==> config.mk <==
export PLATFORM = sky130hd
export DESIGN_NAME = free_block_table_coalesce
export DESIGN_NICKNAME = d
export VERILOG_FILES = /design/src/hw/rtl/fbtc_pkg.sv /design/src/hw/rtl/fbtc_alu.sv /design/src/hw/rtl/free_block_table_coalesce.sv
export SDC_FILE = /design/constraint.sdc
export NUM_CORES = 2
export LEC_CHECK = 0
export BUFFER_PORTS_ARGS = -buffer_cell sky130_fd_sc_hd__buf_2
export CAP_MARGIN = 20
export CORE_MARGIN = 1
export CORE_UTILIZATION = 35
export DETAILED_ROUTE_END_ITERATION = 6
export REMOVE_ABC_BUFFERS = 1
export SLEW_MARGIN = 20
export SYNTH_ARGS = -nofsm -noshare
export SYNTH_HDL_FRONTEND = slang
export SYNTH_SLANG_ARGS = --single-unit
==> constraint.sdc <==
create_clock -name clock -period 27.4 [get_ports clock]
set_input_delay 0 -clock clock [delete_from_list [all_inputs] [get_ports clock]]
set_output_delay 0 -clock clock [all_outputs]
set_load 0.02 [all_outputs]
==> src/hw/rtl/fbtc_pkg.sv <==
//------------------------------------------------------------------------------
// fbtc_pkg: shared types and codes for the free block table
// Entry layout, arithmetic unit results, sequencer states and field codes.
//------------------------------------------------------------------------------
`default_nettype none

package fbtc_pkg;

   // One table entry: start address and saturated size.
   typedef struct packed {
      logic [15:0] start;
      logic [23:0] length;
   } entry_type;

   // Flags and result from the shared arithmetic unit.
   typedef struct packed {
      logic        eq;
      logic        gt;
      logic [23:0] sat;
   } alu_res_type;

   // Sequencer states.
   typedef enum logic [3:0] {
      S_IDLE,
      S_INS_RD,
      S_INS_CMP,
      S_INS_PUT,
      S_ACK,
      S_EMPTY,
      S_DMP_RD0,
      S_DMP_LOAD,
      S_DMP_RD,
      S_DMP_ADJ,
      S_DMP_SUM,
      S_DMP_EMIT,
      S_DMP_FIN
   } state_type;

   // Input mode codes.
   localparam logic MODE_INSERT = 1'b0;
   localparam logic MODE_DUMP   = 1'b1;

   // Result kind codes.
   localparam logic KIND_ACK   = 1'b0;
   localparam logic KIND_ENTRY = 1'b1;

   // Result status codes.
   localparam logic [1:0] STATUS_OK    = 2'd0;
   localparam logic [1:0] STATUS_FULL  = 2'd1;
   localparam logic [1:0] STATUS_EMPTY = 2'd2;

   // Largest size that an entry can hold.
   localparam logic [23:0] SIZE_MAX = 24'hFFFFFF;

endpackage

`default_nettype wire

==> src/hw/rtl/fbtc_alu.sv <==
//------------------------------------------------------------------------------
// fbtc_alu: shared add and compare unit
// Forms a + b exactly, compares it with c and gives a saturated 24-bit sum.
//------------------------------------------------------------------------------
`default_nettype none

module fbtc_alu
   import fbtc_pkg::*;
(
   input  wire logic [23:0] a,
   input  wire logic [23:0] b,
   input  wire logic [15:0] c,
   output alu_res_type      res
);

   logic [24:0] sum;
   logic [24:0] c_ext;

   // One wide add, then the compares against the third operand.
   assign sum   = {1'b0, a} + {1'b0, b};
   assign c_ext = {9'd0, c};

   assign res.eq  = (sum == c_ext);
   assign res.gt  = (c_ext > sum);
   assign res.sat = sum[24] ? SIZE_MAX : sum[23:0];

endmodule

`default_nettype wire

==> src/hw/rtl/free_block_table_coalesce.sv <==
//------------------------------------------------------------------------------
// free_block_table_coalesce: address-ordered free block table with merging
// Stores free blocks sorted by address; merges neighbours on a dump.
//------------------------------------------------------------------------------
// Usage:
// An item on the req_ channel with req_mode insert places one block in the
// table and answers with one acknowledgement (rsp_kind 0). A full table
// drops the block and answers with status full. A dump item merges touching
// neighbours and lists every remaining entry on the rsp_ channel in address
// order, rsp_last marking the final one; an empty table gives one result
// with status empty.
// Timing: one item is worked on at a time and req_stall is high meanwhile.
// An insert reads each entry above the new address and compares its start in
// the shared add/compare unit, shifting that entry up, then writes the new
// entry and answers; one that goes to the front skips the last compare, and a
// full table answers without a memory access. A dump reads and checks each
// entry after the first, then merges or lists it, whether merged or listed
// the single read port setting the pace; an empty dump gives one result.
// Results sit in an output register; while rsp_stall is high the sequencer
// waits at the next result and nothing is lost.
// Reset empties the table and the output register; no clearing pass runs.
//------------------------------------------------------------------------------
`default_nettype none

module free_block_table_coalesce
   import fbtc_pkg::*;
#(
   parameter int TABLE_DEPTH = 64
)
(
   input  wire logic        clock,
   input  wire logic        reset,

   input  wire logic        req_valid,
   output logic             req_stall,
   input  wire logic        req_mode,
   input  wire logic [15:0] req_block_addr,
   input  wire logic [15:0] req_block_size,

   output logic             rsp_valid,
   input  wire logic        rsp_stall,
   output logic             rsp_kind,
   output logic [1:0]       rsp_status,
   output logic [15:0]      rsp_entry_addr,
   output logic [23:0]      rsp_entry_size,
   output logic             rsp_last
);

   localparam int IDX_W = $clog2(TABLE_DEPTH);
   localparam int CNT_W = $clog2(TABLE_DEPTH + 1);

   // Table memory, one write and one registered read per cycle.
   entry_type mem [TABLE_DEPTH];
   entry_type rd_data_ff;
   logic [IDX_W-1:0] rd_addr;
   logic [IDX_W-1:0] wr_addr;
   entry_type wr_data;
   logic wr_en;

   state_type state_ff, state_in;
   logic [CNT_W-1:0] count_ff, count_in;
   logic [IDX_W-1:0] idx_ff, idx_in;
   logic [IDX_W-1:0] r_ff, r_in;
   logic [IDX_W-1:0] w_ff, w_in;
   logic mode_ff, mode_in;
   logic full_ff, full_in;
   logic [15:0] addr_ff, addr_in;
   logic [15:0] size_ff, size_in;
   entry_type cur_ff, cur_in;

   logic rsp_valid_ff, rsp_valid_in;
   logic rsp_kind_ff, rsp_kind_in;
   logic [1:0] rsp_status_ff, rsp_status_in;
   logic [15:0] rsp_addr_ff, rsp_addr_in;
   logic [23:0] rsp_size_ff, rsp_size_in;
   logic rsp_last_ff, rsp_last_in;

   logic [23:0] alu_a, alu_b;
   logic [15:0] alu_c;
   alu_res_type alu_res;

   logic req_take;
   logic out_free;
   logic r_at_end;
   entry_type new_entry;

   fbtc_alu u_alu (
      .a   (alu_a),
      .b   (alu_b),
      .c   (alu_c),
      .res (alu_res)
   );

   // Memory write and registered read.
   always_ff @(posedge clock) begin
      if (wr_en) begin
         mem[wr_addr] <= wr_data;
      end
      rd_data_ff <= mem[rd_addr];
   end

   assign req_stall = (state_ff != S_IDLE);
   assign req_take  = req_valid && !req_stall;
   assign out_free  = !rsp_valid_ff || !rsp_stall;
   assign r_at_end  = ((CNT_W'(r_ff) + CNT_W'(1)) == count_ff);
   assign new_entry = '{start: addr_ff, length: {8'd0, size_ff}};

   // Insert reads the entry below the hole; dump reads the scan pointer.
   assign rd_addr = (mode_ff == MODE_DUMP) ? r_ff : (idx_ff - IDX_W'(1));

   // Sequencer: next state, memory control, unit operands and result loads.
   always_comb begin
      state_in      = state_ff;
      count_in      = count_ff;
      idx_in        = idx_ff;
      r_in          = r_ff;
      w_in          = w_ff;
      mode_in       = mode_ff;
      full_in       = full_ff;
      addr_in       = addr_ff;
      size_in       = size_ff;
      cur_in        = cur_ff;
      wr_en         = 1'b0;
      wr_addr       = idx_ff;
      wr_data       = new_entry;
      alu_a         = {8'd0, addr_ff};
      alu_b         = 24'd0;
      alu_c         = rd_data_ff.start;
      rsp_valid_in  = rsp_valid_ff && rsp_stall;
      rsp_kind_in   = rsp_kind_ff;
      rsp_status_in = rsp_status_ff;
      rsp_addr_in   = rsp_addr_ff;
      rsp_size_in   = rsp_size_ff;
      rsp_last_in   = rsp_last_ff;

      unique case (state_ff)
         S_IDLE: begin
            if (req_take) begin
               mode_in = req_mode;
               addr_in = req_block_addr;
               size_in = req_block_size;
               full_in = 1'b0;
               r_in    = '0;
               if (req_mode == MODE_DUMP) begin
                  state_in = (count_ff == '0) ? S_EMPTY : S_DMP_RD0;
               end else if (count_ff == CNT_W'(TABLE_DEPTH)) begin
                  full_in  = 1'b1;
                  state_in = S_ACK;
               end else begin
                  idx_in   = count_ff[IDX_W-1:0];
                  state_in = (count_ff == '0) ? S_INS_PUT : S_INS_RD;
               end
            end
         end

         S_INS_RD: begin
            state_in = S_INS_CMP;
         end

         // Shift the entry up while its start lies above the new address.
         S_INS_CMP: begin
            if (alu_res.gt) begin
               wr_en   = 1'b1;
               wr_addr = idx_ff;
               wr_data = rd_data_ff;
               idx_in  = idx_ff - IDX_W'(1);
               state_in = (idx_ff == IDX_W'(1)) ? S_INS_PUT : S_INS_RD;
            end else begin
               state_in = S_INS_PUT;
            end
         end

         S_INS_PUT: begin
            wr_en    = 1'b1;
            wr_addr  = idx_ff;
            wr_data  = new_entry;
            count_in = count_ff + CNT_W'(1);
            state_in = S_ACK;
         end

         S_ACK: begin
            if (out_free) begin
               rsp_valid_in  = 1'b1;
               rsp_kind_in   = KIND_ACK;
               rsp_status_in = full_ff ? STATUS_FULL : STATUS_OK;
               rsp_addr_in   = addr_ff;
               rsp_size_in   = {8'd0, size_ff};
               rsp_last_in   = 1'b1;
               state_in      = S_IDLE;
            end
         end

         S_EMPTY: begin
            if (out_free) begin
               rsp_valid_in  = 1'b1;
               rsp_kind_in   = KIND_ENTRY;
               rsp_status_in = STATUS_EMPTY;
               rsp_addr_in   = 16'd0;
               rsp_size_in   = 24'd0;
               rsp_last_in   = 1'b1;
               state_in      = S_IDLE;
            end
         end

         S_DMP_RD0: begin
            state_in = S_DMP_LOAD;
         end

         // The first entry becomes the running entry.
         S_DMP_LOAD: begin
            cur_in   = rd_data_ff;
            r_in     = IDX_W'(1);
            w_in     = '0;
            state_in = (count_ff == CNT_W'(1)) ? S_DMP_FIN : S_DMP_RD;
         end

         S_DMP_RD: begin
            state_in = S_DMP_ADJ;
         end

         // Does the running entry end where the next one begins?
         S_DMP_ADJ: begin
            alu_a    = {8'd0, cur_ff.start};
            alu_b    = cur_ff.length;
            alu_c    = rd_data_ff.start;
            state_in = alu_res.eq ? S_DMP_SUM : S_DMP_EMIT;
         end

         // Absorb the next entry into the running one.
         S_DMP_SUM: begin
            alu_a         = cur_ff.length;
            alu_b         = rd_data_ff.length;
            alu_c         = 16'd0;
            cur_in.length = alu_res.sat;
            r_in          = r_ff + IDX_W'(1);
            state_in      = r_at_end ? S_DMP_FIN : S_DMP_RD;
         end

         // List and store the running entry, then move on to the next.
         S_DMP_EMIT: begin
            if (out_free) begin
               rsp_valid_in  = 1'b1;
               rsp_kind_in   = KIND_ENTRY;
               rsp_status_in = STATUS_OK;
               rsp_addr_in   = cur_ff.start;
               rsp_size_in   = cur_ff.length;
               rsp_last_in   = 1'b0;
               wr_en         = 1'b1;
               wr_addr       = w_ff;
               wr_data       = cur_ff;
               w_in          = w_ff + IDX_W'(1);
               cur_in        = rd_data_ff;
               r_in          = r_ff + IDX_W'(1);
               state_in      = r_at_end ? S_DMP_FIN : S_DMP_RD;
            end
         end

         S_DMP_FIN: begin
            if (out_free) begin
               rsp_valid_in  = 1'b1;
               rsp_kind_in   = KIND_ENTRY;
               rsp_status_in = STATUS_OK;
               rsp_addr_in   = cur_ff.start;
               rsp_size_in   = cur_ff.length;
               rsp_last_in   = 1'b1;
               wr_en         = 1'b1;
               wr_addr       = w_ff;
               wr_data       = cur_ff;
               count_in      = CNT_W'(w_ff) + CNT_W'(1);
               state_in      = S_IDLE;
            end
         end

         default: begin
            state_in = S_IDLE;
         end
      endcase
   end

   // Control registers.
   always_ff @(posedge clock) begin
      if (reset) begin
         state_ff     <= S_IDLE;
         count_ff     <= '0;
         rsp_valid_ff <= 1'b0;
      end else begin
         state_ff     <= state_in;
         count_ff     <= count_in;
         rsp_valid_ff <= rsp_valid_in;
      end
   end

   // Datapath registers.
   always_ff @(posedge clock) begin
      idx_ff        <= idx_in;
      r_ff          <= r_in;
      w_ff          <= w_in;
      mode_ff       <= mode_in;
      full_ff       <= full_in;
      addr_ff       <= addr_in;
      size_ff       <= size_in;
      cur_ff        <= cur_in;
      rsp_kind_ff   <= rsp_kind_in;
      rsp_status_ff <= rsp_status_in;
      rsp_addr_ff   <= rsp_addr_in;
      rsp_size_ff   <= rsp_size_in;
      rsp_last_ff   <= rsp_last_in;
   end

   assign rsp_valid      = rsp_valid_ff;
   assign rsp_kind       = rsp_kind_ff;
   assign rsp_status     = rsp_status_ff;
   assign rsp_entry_addr = rsp_addr_ff;
   assign rsp_entry_size = rsp_size_ff;
   assign rsp_last       = rsp_last_ff;

endmodule

`default_nettype wire
==> impl_metrics.ini <==
[outcome]
status = completed

[floorplanning]
rows = 207
dieWidth_microns = 567.3
die_h_microns = 567.3
die_area_sq_mm = 0.3218
pin_count = 83
initial_utilization = 0.3517
fp.coreArea_sq_mm = 0.3181

[pwr]
power.total_mw = 13.78
total_leakage_power_nw = 43.50
p_per_area_mw_per_mm2 = 108.1
ir_worst_vdd_v = 0.00008456

[clock_network]
clk_pin_slew_ps = 60
cts_setup_buffers = 0
cts_buffers = 287
cts_tree = built
cts_buffer_depth = 4
ctsResizeCount = 0
postCtsHoldBufs = 59
cts_root_buffer = clkbuf_16
clock_latency_ps = 870
cts.sinks = 2748
ctsHtreeMaxLevel = 5

[synthesis]
syn_inst = 8759
yosys_most_used_dff = edfxtp_1
synth_edf_count = 2696
synth_seq_cells = 2748
ys_seq_area_frac = 0.7331
syn_area_per_cell_sq_um = 12.77
postSynth.asyncResetShare = 0
yosys_warnings = 0
syn_area_sq_mm = 0.1118
synth.distinct_cells = 69

[sta]
slew_violations = 0
finalSetupTns_ps = 0
fin_skew_ps = 72.67
hold_violations = 0
period_needed_ps = 8592
relSlewSlack = 0.2108
rsz0062_at_grt = no
finalCritPeriodShare = 0.3136
setup_viol = 0
worst_pin_slew_ps = 1177
clock.fmax_mhz = 116.4

[global_routing]
met1_usage = 0.2901
antenna_found_initial = 14
grt_pass1_wl_mm = 485.4
busiest_layer = met2
grt-ovfl-total = 0
grtUsageTotal = 0.2007
grtUsageMet2 = 0.3042
grt_max_degree = 165
met3_usage = 0.03963
grt_pass1_vias = 69716

[drt]
avgRoutedWirePerCell_microns = 25.20
wirelength_mm = 332.4
drtIter0Drc = 9254
ant_nets = 0
vias_per_cell = 5.586
via_count = 73675
dr.pass1.iters = 6
drcViolationCount = 0

[run]
max_cap_violations = 0

[critical_path]
cp_max_fo = 61
r2r_setup_slack_ps = 18810
cp-end-kind = flip-flop
path_class = reg2reg
arrival_ps = 9060
startpoint_type = flip-flop
required_ps = 27870

[place]
place_hpwl_mm = 191.8
gp_congestion = 0.8649
dp_cells = 12616
placedInstanceArea_sq_mm = 0.1176
io_buffers = 82

[final_layout]
areaGrowthSynthToFinish_pct = 13.96
fin_nets = 8868
fin_cells = 13190
stdcell_area_sq_mm = 0.1275
post_route_cells_drive_above_1_share = 0.09538

[hold_path]
worst_hold_path_type = in2reg
==> registers in the layout (all words and copies together), names as in the netlist <==
| name | flops |
|---|---|
| addr_ff | 16 |
| count_ff | 7 |
| cur_ff | 40 |
| full_ff | 1 |
| idx_ff | 6 |
| mem | 2560 |
| mode_ff | 1 |
| r_ff | 6 |
| rd_data_ff | 40 |
| rsp_entry_addr | 16 |
| rsp_entry_size | 24 |
| rsp_kind | 1 |
| rsp_last | 1 |
| rsp_status | 2 |
| rsp_valid | 1 |
| size_ff | 16 |
| state_ff | 4 |
| w_ff | 6 |
==> through the flow <==
| stage | hold slack [ps] | utilization | setup slack (ps) |
|---|---|---|---|
| after floorplan | 69.07 | - | -19920 |
| after global placement | 179.5 | 0.3697 | 18910 |
| after detailed placement | 178.1 | 0.3698 | 18880 |
| after CTS | 28.10 | 0.4005 | 18890 |
| after global routing | 46.81 | 0.4007 | 18350 |
| final | 59.54 | 0.4008 | 18810 |
==> synth_stat cells (24+ instances only) <==
cell type     n  area share
a221o_1      32      0.0029
nor2b_1      54      0.0030
edfxtp_1   2696        0.72
nand3_1     692       0.031
a211oi_1     57      0.0038
nor2_1       79      0.0027
nor3_1      146      0.0065
and3_1      363       0.020
a31oi_1     112      0.0063
and2_1       24      0.0013
nand2_1    2745       0.092
a311oi_1    554       0.043
dfxtp_1      52      0.0093
a22o_1       32      0.0025
ha_1         45      0.0050
o21ai_0      48      0.0021
clkbuf_1    581       0.019
buf_1        50      0.0017
a21oi_1     195      0.0087
==> layout by cell type, fill, tap and decap left out, drive strengths merged, types with 18 or more instances in the layout <==
cell type	count
and3	363
nand3	692
nor2	79
bufinv	24
clkinv	95
nand2	2745
xor2	18
a22o	32
a31oi	112
edfxtp	2696
a211oi	57
a311oi	554
a221o	32
nor3	146
inv	29
nor2b	54
dlygate4sd3	59
dfxtp	52
o21ai	51
buf	319
a22oi	18
clkbuf	375
and2	26
xnor2	18
ha	45
a21oi	196
==> critical path, stage by stage (launching register included) <==
cell,delay [ps]
dfxtp_1,790
nand2_1,400
nor2_4,160
buf_4,420
buf_4,610
a22oi_1,130
nand2_1,100
ha_1,310
a21oi_1,310
o221ai_1,260
or2_2,390
a21o_1,190
xnor2_1,160
ha_1,310
nand3_1,80
nor3_1,320
o211a_1,220
o21ai_0,140
or3_1,360
or4_1,400
buf_4,320
and2_4,300
buf_4,380
nor3_2,290
buf_4,680
==> layer usage <==
| layer | vias up | part of all wire |
|---|---|---|
| met5 | - | 0.00012 |
| met4 | 6 | 0.030 |
| met3 | 489 | 0.096 |
| met2 | 3364 | 0.45 |
| met1 | 37171 | 0.43 |
| li1 | 32645 | - |
==> final timing paths <==
kind,startpoint,end,cells past startpoint
max reg2reg,state_ff[1],mem[52][33],24
max,state_ff[1],mem[52][33],24
min reg2reg,rd_data_ff[30],cur_ff[30],0
min,req_block_addr[11],addr_ff[11],2
==> where the power goes <==
part	leakage, nW	internal (mW)	switching [mW]
registers	24.7	5.17	0.131
clock network	4.49	2.24	1.61
logic	14.3	1.14	3.49
==> cell families after synthesis <==
| family | count (synthesis) | share of synthesized area |
|---|---|---|
| buffers and inverters | 659 | 0.02245 |
| and+or+nand+nor | 4144 | 0.1595 |
| DFF | 2748 | 0.7331 |
| xor gates and xnor gates | 36 | 0.002819 |
| AOI/OAI and AO/OA | 1114 | 0.07572 |
| adders and majority gates | 46 | 0.005213 |
| muxes | 12 | 0.001108 |
==> layout make-up <==
| class | count | area, sq um |
|---|---|---|
| Fill cell | 29316 | 190600 |
| Sequential cell | 2748 | 82000 |
| Multi-Input combinational cell | 5352 | 28000 |
| Clock buffer | 375 | 7801 |
| Tap cell | 4180 | 5230 |
| Timing Repair Buffer | 378 | 2980 |
| Clock inverter | 135 | 1376 |
| Inverter | 18 | 67.56 |
| Antenna cell | 4 | 10.01 |
(Power assumes the default switching activity.)
